**src/rtl/b64enc_pkg.sv**
```systemverilog
`default_nettype none

package b64enc_pkg;

    // ASCII code of the pad character.
    localparam logic [7:0] PAD_CHAR = 8'h3D;

    // Number of groups the queue between front and back can hold.
    localparam int QUEUE_DEPTH = 2;
    localparam int QUEUE_AW    = $clog2(QUEUE_DEPTH);

    // Index of the fourth character within a group.
    localparam logic [1:0] CHAR_IDX_LAST = 2'd3;

    // Byte counts of a group.
    localparam logic [1:0] NBYTES_TWO   = 2'd2;
    localparam logic [1:0] NBYTES_THREE = 2'd3;

    // One assembled group of up to three bytes, handed from front to back.
    typedef struct packed {
        logic [7:0] b0;
        logic [7:0] b1;
        logic [7:0] b2;
        logic [1:0] nbytes;
        logic       last;
    } group_t;

    // Map a six-bit value onto the standard base64 alphabet.
    function automatic logic [7:0] sextet_char(input logic [5:0] v);
        logic [7:0] ch;
        if (v < 6'd26) begin
            ch = 8'h41 + {2'b00, v};
        end else if (v < 6'd52) begin
            ch = 8'h61 + {2'b00, v} - 8'd26;
        end else if (v < 6'd62) begin
            ch = 8'h30 + {2'b00, v} - 8'd52;
        end else if (v == 6'd62) begin
            ch = 8'h2B;
        end else begin
            ch = 8'h2F;
        end
        return ch;
    endfunction

endpackage

`default_nettype wire

```
**src/rtl/b64enc_front.sv**
```systemverilog
`default_nettype none

module b64enc_front (
    input  wire                    aclk,
    input  wire                    aresetn,
    input  wire                    in_valid,
    output logic                   in_ready,
    input  wire [7:0]              in_byte,
    input  wire                    in_last,
    output logic                   push,
    output b64enc_pkg::group_t     push_group,
    input  wire                    push_ready
);
    import b64enc_pkg::*;

    logic [7:0] held0_reg, held0_next;
    logic [7:0] held1_reg, held1_next;
    logic [1:0] cnt_reg, cnt_next;
    logic       accept;
    logic       store;

    // Every beat is taken as long as the queue has room for a group.
    assign in_ready = push_ready;
    assign accept   = in_valid && in_ready;
    assign store    = (cnt_reg != 2'd2) && !in_last;
    assign push     = accept && !store;

    // Assemble the group from the pending bytes and the new byte.
    always_comb begin
        push_group.b0     = (cnt_reg == 2'd0) ? in_byte : held0_reg;
        push_group.b1     = (cnt_reg == 2'd0) ? 8'h00 :
                            (cnt_reg == 2'd1) ? in_byte : held1_reg;
        push_group.b2     = (cnt_reg == 2'd2) ? in_byte : 8'h00;
        push_group.nbytes = cnt_reg + 2'd1;
        push_group.last   = in_last;
    end

    // Hold bytes until a group is complete or the message ends.
    always_comb begin
        held0_next = held0_reg;
        held1_next = held1_reg;
        cnt_next   = cnt_reg;
        if (accept) begin
            if (store) begin
                if (cnt_reg == 2'd0) begin
                    held0_next = in_byte;
                end else begin
                    held1_next = in_byte;
                end
                cnt_next = cnt_reg + 2'd1;
            end else begin
                cnt_next = 2'd0;
            end
        end
    end

    always_ff @(posedge aclk) begin
        held0_reg <= held0_next;
        held1_reg <= held1_next;
        if (!aresetn) begin
            cnt_reg <= 2'd0;
        end else begin
            cnt_reg <= cnt_next;
        end
    end

    // The pending count never reaches a full group.
    assert property (@(posedge aclk) disable iff (!aresetn) cnt_reg != 2'd3)
        else $error("front: pending count reached three");

    // A flushed group leaves nothing pending behind it.
    assert property (@(posedge aclk) disable iff (!aresetn) push |=> cnt_reg == 2'd0)
        else $error("front: bytes pending after a group was pushed");

    // A stored byte never produces a group.
    assert property (@(posedge aclk) disable iff (!aresetn)
        accept && store |-> !push)
        else $error("front: group pushed for a stored byte");

endmodule

`default_nettype wire

```
**src/rtl/b64enc_queue.sv**
```systemverilog
`default_nettype none

module b64enc_queue (
    input  wire                    aclk,
    input  wire                    aresetn,
    input  wire                    push,
    input  wire b64enc_pkg::group_t push_group,
    output logic                   push_ready,
    input  wire                    pop,
    output logic                   pop_valid,
    output b64enc_pkg::group_t     pop_group
);
    import b64enc_pkg::*;

    localparam logic [QUEUE_AW:0] FULL_COUNT = (QUEUE_AW + 1)'(QUEUE_DEPTH);
    localparam logic [QUEUE_AW:0] ONE_COUNT  = (QUEUE_AW + 1)'(1);
    localparam logic [QUEUE_AW-1:0] LAST_PTR = QUEUE_AW'(QUEUE_DEPTH - 1);

    group_t              slot_reg [QUEUE_DEPTH];
    logic [QUEUE_AW-1:0] wr_ptr_reg, wr_ptr_next;
    logic [QUEUE_AW-1:0] rd_ptr_reg, rd_ptr_next;
    logic [QUEUE_AW:0]   count_reg, count_next;
    logic                do_push;
    logic                do_pop;

    assign push_ready = (count_reg != FULL_COUNT);
    assign pop_valid  = (count_reg != '0);
    assign pop_group  = slot_reg[rd_ptr_reg];
    assign do_push    = push && push_ready;
    assign do_pop     = pop && pop_valid;

    // Pointer and fill bookkeeping.
    always_comb begin
        wr_ptr_next = wr_ptr_reg;
        rd_ptr_next = rd_ptr_reg;
        count_next  = count_reg;
        if (do_push) begin
            wr_ptr_next = (wr_ptr_reg == LAST_PTR) ? '0 : wr_ptr_reg + 1'b1;
        end
        if (do_pop) begin
            rd_ptr_next = (rd_ptr_reg == LAST_PTR) ? '0 : rd_ptr_reg + 1'b1;
        end
        if (do_push && !do_pop) begin
            count_next = count_reg + ONE_COUNT;
        end else if (do_pop && !do_push) begin
            count_next = count_reg - ONE_COUNT;
        end
    end

    always_ff @(posedge aclk) begin
        if (do_push) begin
            slot_reg[wr_ptr_reg] <= push_group;
        end
        if (!aresetn) begin
            wr_ptr_reg <= '0;
            rd_ptr_reg <= '0;
            count_reg  <= '0;
        end else begin
            wr_ptr_reg <= wr_ptr_next;
            rd_ptr_reg <= rd_ptr_next;
            count_reg  <= count_next;
        end
    end

    // The fill count stays within the depth.
    assert property (@(posedge aclk) disable iff (!aresetn) count_reg <= FULL_COUNT)
        else $error("queue: fill count beyond depth");

    // A group is never pushed into a full queue.
    assert property (@(posedge aclk) disable iff (!aresetn) push |-> push_ready)
        else $error("queue: push while full");

    // An empty queue has its pointers together.
    assert property (@(posedge aclk) disable iff (!aresetn)
        count_reg == '0 |-> wr_ptr_reg == rd_ptr_reg)
        else $error("queue: pointers apart while empty");

endmodule

`default_nettype wire

```
**src/rtl/b64enc_back.sv**
```systemverilog
`default_nettype none

module b64enc_back (
    input  wire                    aclk,
    input  wire                    aresetn,
    input  wire                    grp_valid,
    input  wire b64enc_pkg::group_t grp,
    output logic                   grp_pop,
    output logic                   out_valid,
    input  wire                    out_ready,
    output logic [7:0]             out_char,
    output logic                   out_eot
);
    import b64enc_pkg::*;

    group_t     grp_reg;
    logic       busy_reg;
    logic [1:0] idx_reg;
    logic       valid_reg;
    logic [7:0] char_reg, char_next;
    logic       eot_reg, eot_next;
    logic       out_load;
    logic       emit;
    logic       emit_last;
    logic [5:0] sextet;

    // The output register loads when it is empty or being drained.
    assign out_load  = !valid_reg || out_ready;
    assign emit      = busy_reg && out_load;
    assign emit_last = emit && (idx_reg == CHAR_IDX_LAST);
    assign grp_pop   = grp_valid && (!busy_reg || emit_last);

    // Pick the six bits for the current character of the group.
    always_comb begin
        case (idx_reg)
            2'd0:    sextet = grp_reg.b0[7:2];
            2'd1:    sextet = {grp_reg.b0[1:0], grp_reg.b1[7:4]};
            2'd2:    sextet = {grp_reg.b1[3:0], grp_reg.b2[7:6]};
            default: sextet = grp_reg.b2[5:0];
        endcase
    end

    // Characters past the group's bytes become padding.
    always_comb begin
        char_next = sextet_char(sextet);
        if ((idx_reg == 2'd2) && (grp_reg.nbytes < NBYTES_TWO)) begin
            char_next = PAD_CHAR;
        end
        if ((idx_reg == CHAR_IDX_LAST) && (grp_reg.nbytes != NBYTES_THREE)) begin
            char_next = PAD_CHAR;
        end
        eot_next = grp_reg.last && (idx_reg == CHAR_IDX_LAST);
    end

    always_ff @(posedge aclk) begin
        if (grp_pop) begin
            grp_reg <= grp;
        end
        if (emit) begin
            char_reg <= char_next;
            eot_reg  <= eot_next;
        end
        if (!aresetn) begin
            busy_reg  <= 1'b0;
            idx_reg   <= 2'd0;
            valid_reg <= 1'b0;
        end else begin
            if (grp_pop) begin
                busy_reg <= 1'b1;
                idx_reg  <= 2'd0;
            end else if (emit_last) begin
                busy_reg <= 1'b0;
            end else if (emit) begin
                idx_reg <= idx_reg + 2'd1;
            end
            if (out_load) begin
                valid_reg <= emit;
            end
        end
    end

    assign out_valid = valid_reg;
    assign out_char  = char_reg;
    assign out_eot   = eot_reg;

    // A new group is taken only when the current one is finished.
    assert property (@(posedge aclk) disable iff (!aresetn)
        grp_pop |-> !busy_reg || emit_last)
        else $error("back: group taken while one is in progress");

    // The end mark only follows the fourth character of a group.
    assert property (@(posedge aclk) disable iff (!aresetn)
        emit && (idx_reg != CHAR_IDX_LAST) |=> !eot_reg)
        else $error("back: end mark on an inner character");

    // A character is produced only from a group in progress.
    assert property (@(posedge aclk) disable iff (!aresetn)
        $rose(valid_reg) |-> $past(busy_reg))
        else $error("back: character without a group");

endmodule

`default_nettype wire

```
**src/rtl/base64_stream_encoder_core.sv**
```systemverilog
`default_nettype none

// Base64 (RFC 4648) stream encoder. Bytes enter one beat at a time on the
// s_ channel, with s_is_last high on the final byte of a message; characters
// leave one beat at a time on the m_ channel, with m_end_of_text high on the
// final character, after any '=' padding. Every three bytes, or the partial
// group that ends a message, yield exactly four characters. The front takes
// a byte every cycle while a two-group queue has room; the back turns each
// group into four characters at one per cycle, unless m_ready stalls it,
// through a registered output, so a steady stream runs at four output beats
// per three input bytes, set by the one-character result channel.
module base64_stream_encoder_core (
    input  wire        aclk,
    input  wire        aresetn,
    input  wire        s_valid,
    output logic       s_ready,
    input  wire [7:0]  s_data_byte,
    input  wire        s_is_last,
    output logic       m_valid,
    input  wire        m_ready,
    output logic [7:0] m_char_code,
    output logic       m_end_of_text
);
    import b64enc_pkg::*;

    logic   push;
    group_t push_group;
    logic   push_ready;
    logic   pop;
    logic   pop_valid;
    group_t pop_group;

    // Front: collects bytes into groups.
    b64enc_front u_front (
        .aclk       (aclk),
        .aresetn    (aresetn),
        .in_valid   (s_valid),
        .in_ready   (s_ready),
        .in_byte    (s_data_byte),
        .in_last    (s_is_last),
        .push       (push),
        .push_group (push_group),
        .push_ready (push_ready)
    );

    // Queue of assembled groups.
    b64enc_queue u_queue (
        .aclk       (aclk),
        .aresetn    (aresetn),
        .push       (push),
        .push_group (push_group),
        .push_ready (push_ready),
        .pop        (pop),
        .pop_valid  (pop_valid),
        .pop_group  (pop_group)
    );

    // Back: emits four characters per group.
    b64enc_back u_back (
        .aclk      (aclk),
        .aresetn   (aresetn),
        .grp_valid (pop_valid),
        .grp       (pop_group),
        .grp_pop   (pop),
        .out_valid (m_valid),
        .out_ready (m_ready),
        .out_char  (m_char_code),
        .out_eot   (m_end_of_text)
    );

endmodule

`default_nettype wire

```
**config.mk**
```make
export PLATFORM = sky130hd
export DESIGN_NAME = base64_stream_encoder_core
export DESIGN_NICKNAME = d
export VERILOG_FILES = /design/src/rtl/b64enc_pkg.sv /design/src/rtl/b64enc_front.sv /design/src/rtl/b64enc_queue.sv /design/src/rtl/b64enc_back.sv /design/src/rtl/base64_stream_encoder_core.sv
export SDC_FILE = /design/constraint.sdc
export NUM_CORES = 1
export LEC_CHECK = 0
export ABC_CLOCK_PERIOD_IN_PS = 3100
export BUFFER_PORTS_ARGS = -buffer_cell sky130_fd_sc_hd__buf_4
export CAP_MARGIN = 20
export CORE_ASPECT_RATIO = 1.2
export CORE_UTILIZATION = 55
export DETAILED_ROUTE_END_ITERATION = 8
export PLACE_DENSITY = 0.84
export SLEW_MARGIN = 20
export SYNTH_ARGS = -nofsm -noshare
export SYNTH_HDL_FRONTEND = slang
export SYNTH_SLANG_ARGS = --single-unit
```
**constraint.sdc**
```tcl
create_clock -name aclk -period 3.1 [get_ports aclk]
set_input_delay 0 -clock aclk [delete_from_list [all_inputs] [get_ports aclk]]
set_output_delay 0 -clock aclk [all_outputs]
set_load 0.1 [all_outputs]
```
# Word-level counts from Yosys, hierarchy flattened
# Memories as Yosys holds them, arrays and structs flattened. A register that Yosys moved wholly into a read port is not among the register bits.
# Cells that the tools add are included.
# classes
n_addsub	11
eq_ne	9
reduce_logical	31
n_mux	18
magnitude_cmp	4
bitwise	3
# op_table
op	n
$mux W8	7
$pmux W6 S3	1
$add A7 B6 Y8 const A	2
$logic_and A1 B1 Y1	13
$lt A6 B6 Y1 const B	2
$sub A8 B5 Y8 const B	1
$sub A8 B6 Y8 const B	1
$add A6 B6 Y7 const A	1
$add A2 B1 Y2 const B	3
$eq A2 B2 Y1 const B	3
$eq A6 B6 Y1 const B	1
$logic_not A1 Y1	6
$lt A6 B5 Y1 const B	1
$mux W1	6
$mux W2	3
$ne A2 B2 Y1 const B	3
$reduce_bool A2 Y1	3
$eq A2 B1 Y1 const B	2
$logic_not A2 Y1	2
$reduce_and A2 Y1	2
$reduce_or A2 Y1	2
$mux W3	1
$not A1 Y1	3
$reduce_and A3 Y1	1
other kinds (4)	6
# word_totals
ff_bits	35
input_bits	13
mem_count	1
ramBits	54
# memory_table
memory	depth	width	rd	rd_ports_with_merged_regs	write_ports	line_no	source
u_queue.slot_reg	2	27	1	1	1	b64enc_queue.sv:19	group_t slot_reg [QUEUE_DEPTH];

# Longest topological paths before layout
# logic_depth
word_depth	10
depth_mapped	12

# Modules after synthesis
# From an unflattened synthesis, not the netlist that was laid out.
# unflattened
cells_unflattened	315
area_unflattened_um2	4952.2
# modules_own_cells
module	cells_each	n_inst	seq_area_each_um2	area_each_um2
b64enc_queue	108	1	1721.7	2188.3
b64enc_back	134	1	1161.1	1813.0
b64enc_front	73	1	520.5	950.9

# Worst setup path after synthesis
# Ideal clock, no wire load.
# synth_timing
path_type	reg2reg
start	reg u_queue.count_reg[0]
end	mem u_queue.slot_reg[0][0] (netlist bit), enable pin
t_arrival_ns	3.462
synth_period_minus_slack_ns	3.909
n_path_buf	0
path_slack_ns	-0.809
setup_time_ns	0.447
stages_incl_launch_ff	4
t_required_ns	2.653
cell_sequence	dfxtp_1 -> nand2b_1 -> nand2_1 -> nor3_1
# synth_between
elab_chain_len	6
# synth_rtl
item	line_no	source
start: declaration	b64enc_queue.sv:22	logic [QUEUE_AW:0] count_reg, count_next;
start signal: assignment	b64enc_queue.sv:61	count_reg <= count_next;
$ne A2 B2 Y1 *	b64enc_queue.sv:26	assign push_ready = (count_reg != FULL_COUNT);
named net s_ready	base64_stream_encoder_core.sv:16	output logic s_ready,
$logic_and A1 B1 Y1	b64enc_front.sv:24	assign accept = in_valid && in_ready;
$logic_and A1 B1 Y1	b64enc_front.sv:26	assign push = accept && !store;
$logic_and A1 B1 Y1 *	b64enc_queue.sv:29	assign do_push = push && push_ready;
$mux W1 *	b64enc_queue.sv:51	if (do_push) begin
$mux W1 (implied by the code) *	b64enc_queue.sv:52	slot_reg[wr_ptr_reg] <= push_group;
end: declaration	b64enc_queue.sv:19	
# Mark *: on every way through the listed nets, which the timed path passes. The rest lies on a longest branch.

# Worst setup path in the final report
# layout_timing
start	reg u_back.idx_reg[0]
end	reg u_back.char_reg[5], in the netlist u_back.out_char[5] (data pin)
# layout_between
elab_chain_len	7
elab_cells_between_ends	19
# layout_rtl
item	line_no	source
start: declaration	b64enc_back.sv:18	logic [1:0] idx_reg;
start signal: assignment	b64enc_back.sv:74	idx_reg <= idx_reg + 2'd1;
$eq A2 B2 Y1, or another cell as far along	b64enc_back.sv:35, b64enc_back.sv:46	
$pmux W6 S3	b64enc_back.sv:35	case (idx_reg)
$add A6 B6 Y7	b64enc_pkg.sv:36	ch = 8'h30 + {2'b00, v} - 8'd52;
$sub A8 B6 Y8	b64enc_pkg.sv:36	
$mux W8	b64enc_pkg.sv:35	end else if (v < 6'd62) begin
$mux W8	b64enc_pkg.sv:33	end else if (v < 6'd52) begin
$mux W8	b64enc_pkg.sv:31	if (v < 6'd26) begin
end signal: assignment	b64enc_back.sv:60	char_reg <= char_next;
end: declaration	b64enc_back.sv:20	logic [7:0] char_reg, char_next;
# Several ways; a longest one is shown, not always the timed one.
# A chain may end at the register's enable or synchronous reset.

==> out/metrics.json <==
{
  "place": {
    "numPlacedInstances": 474,
    "place_area_sq_mm": 0.00539,
    "buffer_ports.inserted": 23,
    "dp_hpwl_um": 5980,
    "global_placer_s_final_weighted_congestion": 0.902,
    "preCtsSetupSlack_ps": 44.6
  },
  "worst_setup_path": {
    "critPathLaunch": "u_back.idx_reg[0]$_SDFFE_PP0P_",
    "arrival_ps": 3260,
    "reg2regPathDepth": 10,
    "critical_path_class": "register to register",
    "critPathLaunchType": "register",
    "crit-reg2reg-launch": "u_back.idx_reg[0]$_SDFFE_PP0P_",
    "regToRegEndpoint": "u_back.out_char[5]$_SDFFCE_PP1P_",
    "worst_setup_path_endpoint": "u_back.out_char[5]$_SDFFCE_PP1P_",
    "critPathMaxFanout": 7,
    "timing.critical_path.required_ps": 3340,
    "worstSetupEndpointType": "register",
    "regToRegSetupSlack_ps": 80
  },
  "routing": {
    "route.detailed.drc": 0,
    "routed_wl_um": 9040,
    "drt-vias-per-instance": 5.60,
    "post_drt_wl_per_cell_um": 17.4,
    "drt_first_iter_violations": 208,
    "number_of_routed_nets_with_antenna_violations": 0,
    "drt-pass1-iter-count": 6,
    "route.vias.total": 2907
  },
  "logic_synthesis": {
    "synth.cell_area_sq_mm": 0.00504,
    "synth_area_leaders": "sky130_fd_sc_hd__edfxtp_1 (63%), sky130_fd_sc_hd__mux2_2 (8.0%), sky130_fd_sc_hd__dfxtp_1 (4.0%)",
    "synth_top_area_share_pct": 63.2,
    "post_synth_inst_count": 335,
    "avg_inst_size_synth_sq_um": 15.0,
    "synth-seq-cells": 116,
    "asyncSetResetFlopFracSynth_pct": 0,
    "syn-num-nets": 360,
    "synth_edf_count": 106,
    "synth_top_flop_cell": "sky130_fd_sc_hd__edfxtp_1",
    "synthMostInstantiatedCell": "sky130_fd_sc_hd__edfxtp_1",
    "synth.lib_cells_used.distinct": 57,
    "synth_sequential_area_ratio_pct": 67.1,
    "top_cells_by_instance_count_after_synthesis": "sky130_fd_sc_hd__edfxtp_1 (106), sky130_fd_sc_hd__mux2_2 (36), sky130_fd_sc_hd__inv_1 (17), sky130_fd_sc_hd__mux2i_1 (16), sky130_fd_sc_hd__nor2_1 (16)",
    "synth-warning-count": 0,
    "synth_top_area_cell": "sky130_fd_sc_hd__edfxtp_1"
  },
  "status": {
    "run_status": "finished, final reports clean"
  },
  "clock_network": {
    "clock_tree.htree_level_count": 4,
    "clkTransAtPathRegs_ps": 50,
    "tritoncts_num_sinks": 116,
    "clock_latency_on_the_worst_skew_pair_ps": 510,
    "cts.root.buffer_cell": "sky130_fd_sc_hd__clkbuf_8",
    "clk_path_buf_depth": 2,
    "cts_tree": "built",
    "cts_buffers": 17
  },
  "hold_path": {
    "worstHoldPathType": "input pin to register"
  },
  "final_layout": {
    "fin_nets": 416,
    "finalInstanceArea_sq_mm": 0.00601,
    "insertedDiodeCount": 0,
    "seq_area_sq_mm": 0.00339,
    "finish.utilization_pct": 68.7,
    "synthToLayoutAreaGrowth_pct": 19.3,
    "multi_input_combinational_cell_area_sq_mm": 0.00154,
    "largest_register_ffs": 54,
    "drive_gt1_share_pct": 26.6,
    "filler_cell_count": 584,
    "finalNonFillerCells": 519
  },
  "global_routing": {
    "number_of_global_route_vias_before_repair": 2911,
    "grt_start_max_net_pins": 29,
    "antenna_found_initial": 0,
    "grt_overflow_total": 0,
    "grt_first_pass_wirelength_um": 14400,
    "global_route.usage.total_pct": 21.3
  },
  "floorplan": {
    "floorplan.initialDensity_pct": 57.6,
    "die_h_um": 107,
    "core.rowCount": 37,
    "die_width_um": 89.4,
    "floorplan.die_area_sq_mm": 0.00955,
    "io-pin-count": 24,
    "design.core.area_sq_mm": 0.00875
  },
  "timing": {
    "whs_ps": 239,
    "report.final.slew_viol_count": 0,
    "fmaxAchievable_mhz": 331,
    "final_count_of_negative_setup_slack_endpoints": 0,
    "timing.final.crit_share_pct": 97.5,
    "slew-limit-headroom_pct": 49.9,
    "tightest_slew_ps": 752,
    "fin_crit_ps": 3020,
    "report.final.hold_viol_count": 0,
    "finalClockSkew_ps": 6.20,
    "slack_of_the_critical_path_ps": 76.9,
    "finalSetupTns_ps": 0
  },
  "power": {
    "power.density_mw_per_mm2": 1010,
    "p_leak_nw": 2.15,
    "report.power.total_mw": 6.05,
    "max-vdd-ir-drop_uv": 507
  },
  "job": {
    "timing.max_cap.violations": 0
  }
}
==> worst min path at each step <==
stage	end	startpoint	slack [ps]	cells after the start
after floorplan	u_front.held1_reg[0]$_DFFE_PP_	s_data_byte[0]	100	0
after global placement	u_queue.slot_reg[0][0]$_DFFE_PP_	s_is_last	200	1
after detailed placement	u_queue.slot_reg[0][0]$_DFFE_PP_	s_is_last	200	1
after CTS	u_queue.slot_reg[0][0]$_DFFE_PP_	s_is_last	210	2
after global routing	u_queue.slot_reg[1][0]$_DFFE_PP_	s_is_last	220	2
final	u_queue.slot_reg[1][0]$_DFFE_PP_	s_is_last	240	2
==> final cells by class <==
| type | instances | area share, % |
|---|---|---|
| clock buffers | 20 | 7.07 |
| clock inverters | 10 | 0.728 |
| inverters | 18 | 1.16 |
| multi-input cells | 189 | 25.7 |
| flip-flops and latches | 116 | 56.3 |
| well taps | 117 | 2.43 |
| repair buffers | 49 | 6.66 |
==> per-layer routing <==
metal	vias to the layer above	part of all wire, %	track usage [%]
met3	20	3.7	6.39
met5	-	0	0
met1	1409	40	25.3
met4	0	2.6	11.0
met2	80	53	34.8
li1	1398	-	-
==> power breakdown <==
group          internal, mW  switching (mW)
registers              2.15           0.135
clock network         0.942           0.585
logic                 0.835            1.41
total                  3.92            2.13
==> logic make-up (layout without fill, tap and decap cells) <==
family          after synthesis  count (layout)  synth area share (%)
compound gates               48              48                  7.10
xor+xnor                      6               6                  1.04
fa+ha+maj                    12              12                  2.98
buf+inv                      30              97                  2.71
flops                       116             116                  67.1
mux                          53              53                  11.5
simple gates                 70              70                  7.52
==> what timing repair did <==
action                     in CTS  in global routing
gates resized for setup         0                  6
hold buffers                   13                  0
setup endpoints to repair       0                  1
hold endpoints to repair       76                  0
setup buffers                   0                  2
==> worst max-delay path, cell delays in order, from the launching register on <==
cell                       delay, ps
sky130_fd_sc_hd__dfxtp_2         370
sky130_fd_sc_hd__inv_1            80
sky130_fd_sc_hd__ha_2            230
sky130_fd_sc_hd__a222oi_1        490
sky130_fd_sc_hd__mux2i_1         200
sky130_fd_sc_hd__ha_1            370
sky130_fd_sc_hd__a211o_1         280
sky130_fd_sc_hd__mux2i_1         230
sky130_fd_sc_hd__o22ai_1         160
sky130_fd_sc_hd__a221oi_2        270
sky130_fd_sc_hd__o21ai_1          90
==> placed cells by master (no fill, tap or decap), types with 4 or more instances in the layout <==
cell type / synthesis / final
sky130_fd_sc_hd__dfxtp_1: 10 / 8
sky130_fd_sc_hd__clkbuf_16: 0 / 16
sky130_fd_sc_hd__dlygate4sd3_1: 0 / 13
sky130_fd_sc_hd__nand3_1: 5 / 5
sky130_fd_sc_hd__nand2_1: 8 / 8
sky130_fd_sc_hd__clkinv_1: 0 / 7
sky130_fd_sc_hd__nand2b_1: 5 / 5
sky130_fd_sc_hd__mux2_2: 36 / 36
sky130_fd_sc_hd__nor2_1: 16 / 16
sky130_fd_sc_hd__nor2b_1: 4 / 4
sky130_fd_sc_hd__mux2i_1: 16 / 16
sky130_fd_sc_hd__a21oi_1: 6 / 6
sky130_fd_sc_hd__inv_1: 17 / 17
sky130_fd_sc_hd__buf_4: 1 / 36
sky130_fd_sc_hd__xnor2_1: 4 / 4
sky130_fd_sc_hd__and2_1: 15 / 15
sky130_fd_sc_hd__edfxtp_1: 106 / 106
sky130_fd_sc_hd__o21ai_0: 7 / 6
sky130_fd_sc_hd__a222oi_1: 5 / 5
sky130_fd_sc_hd__ha_1: 12 / 10
No activity file was read; power rests on OpenSTA's default activity.
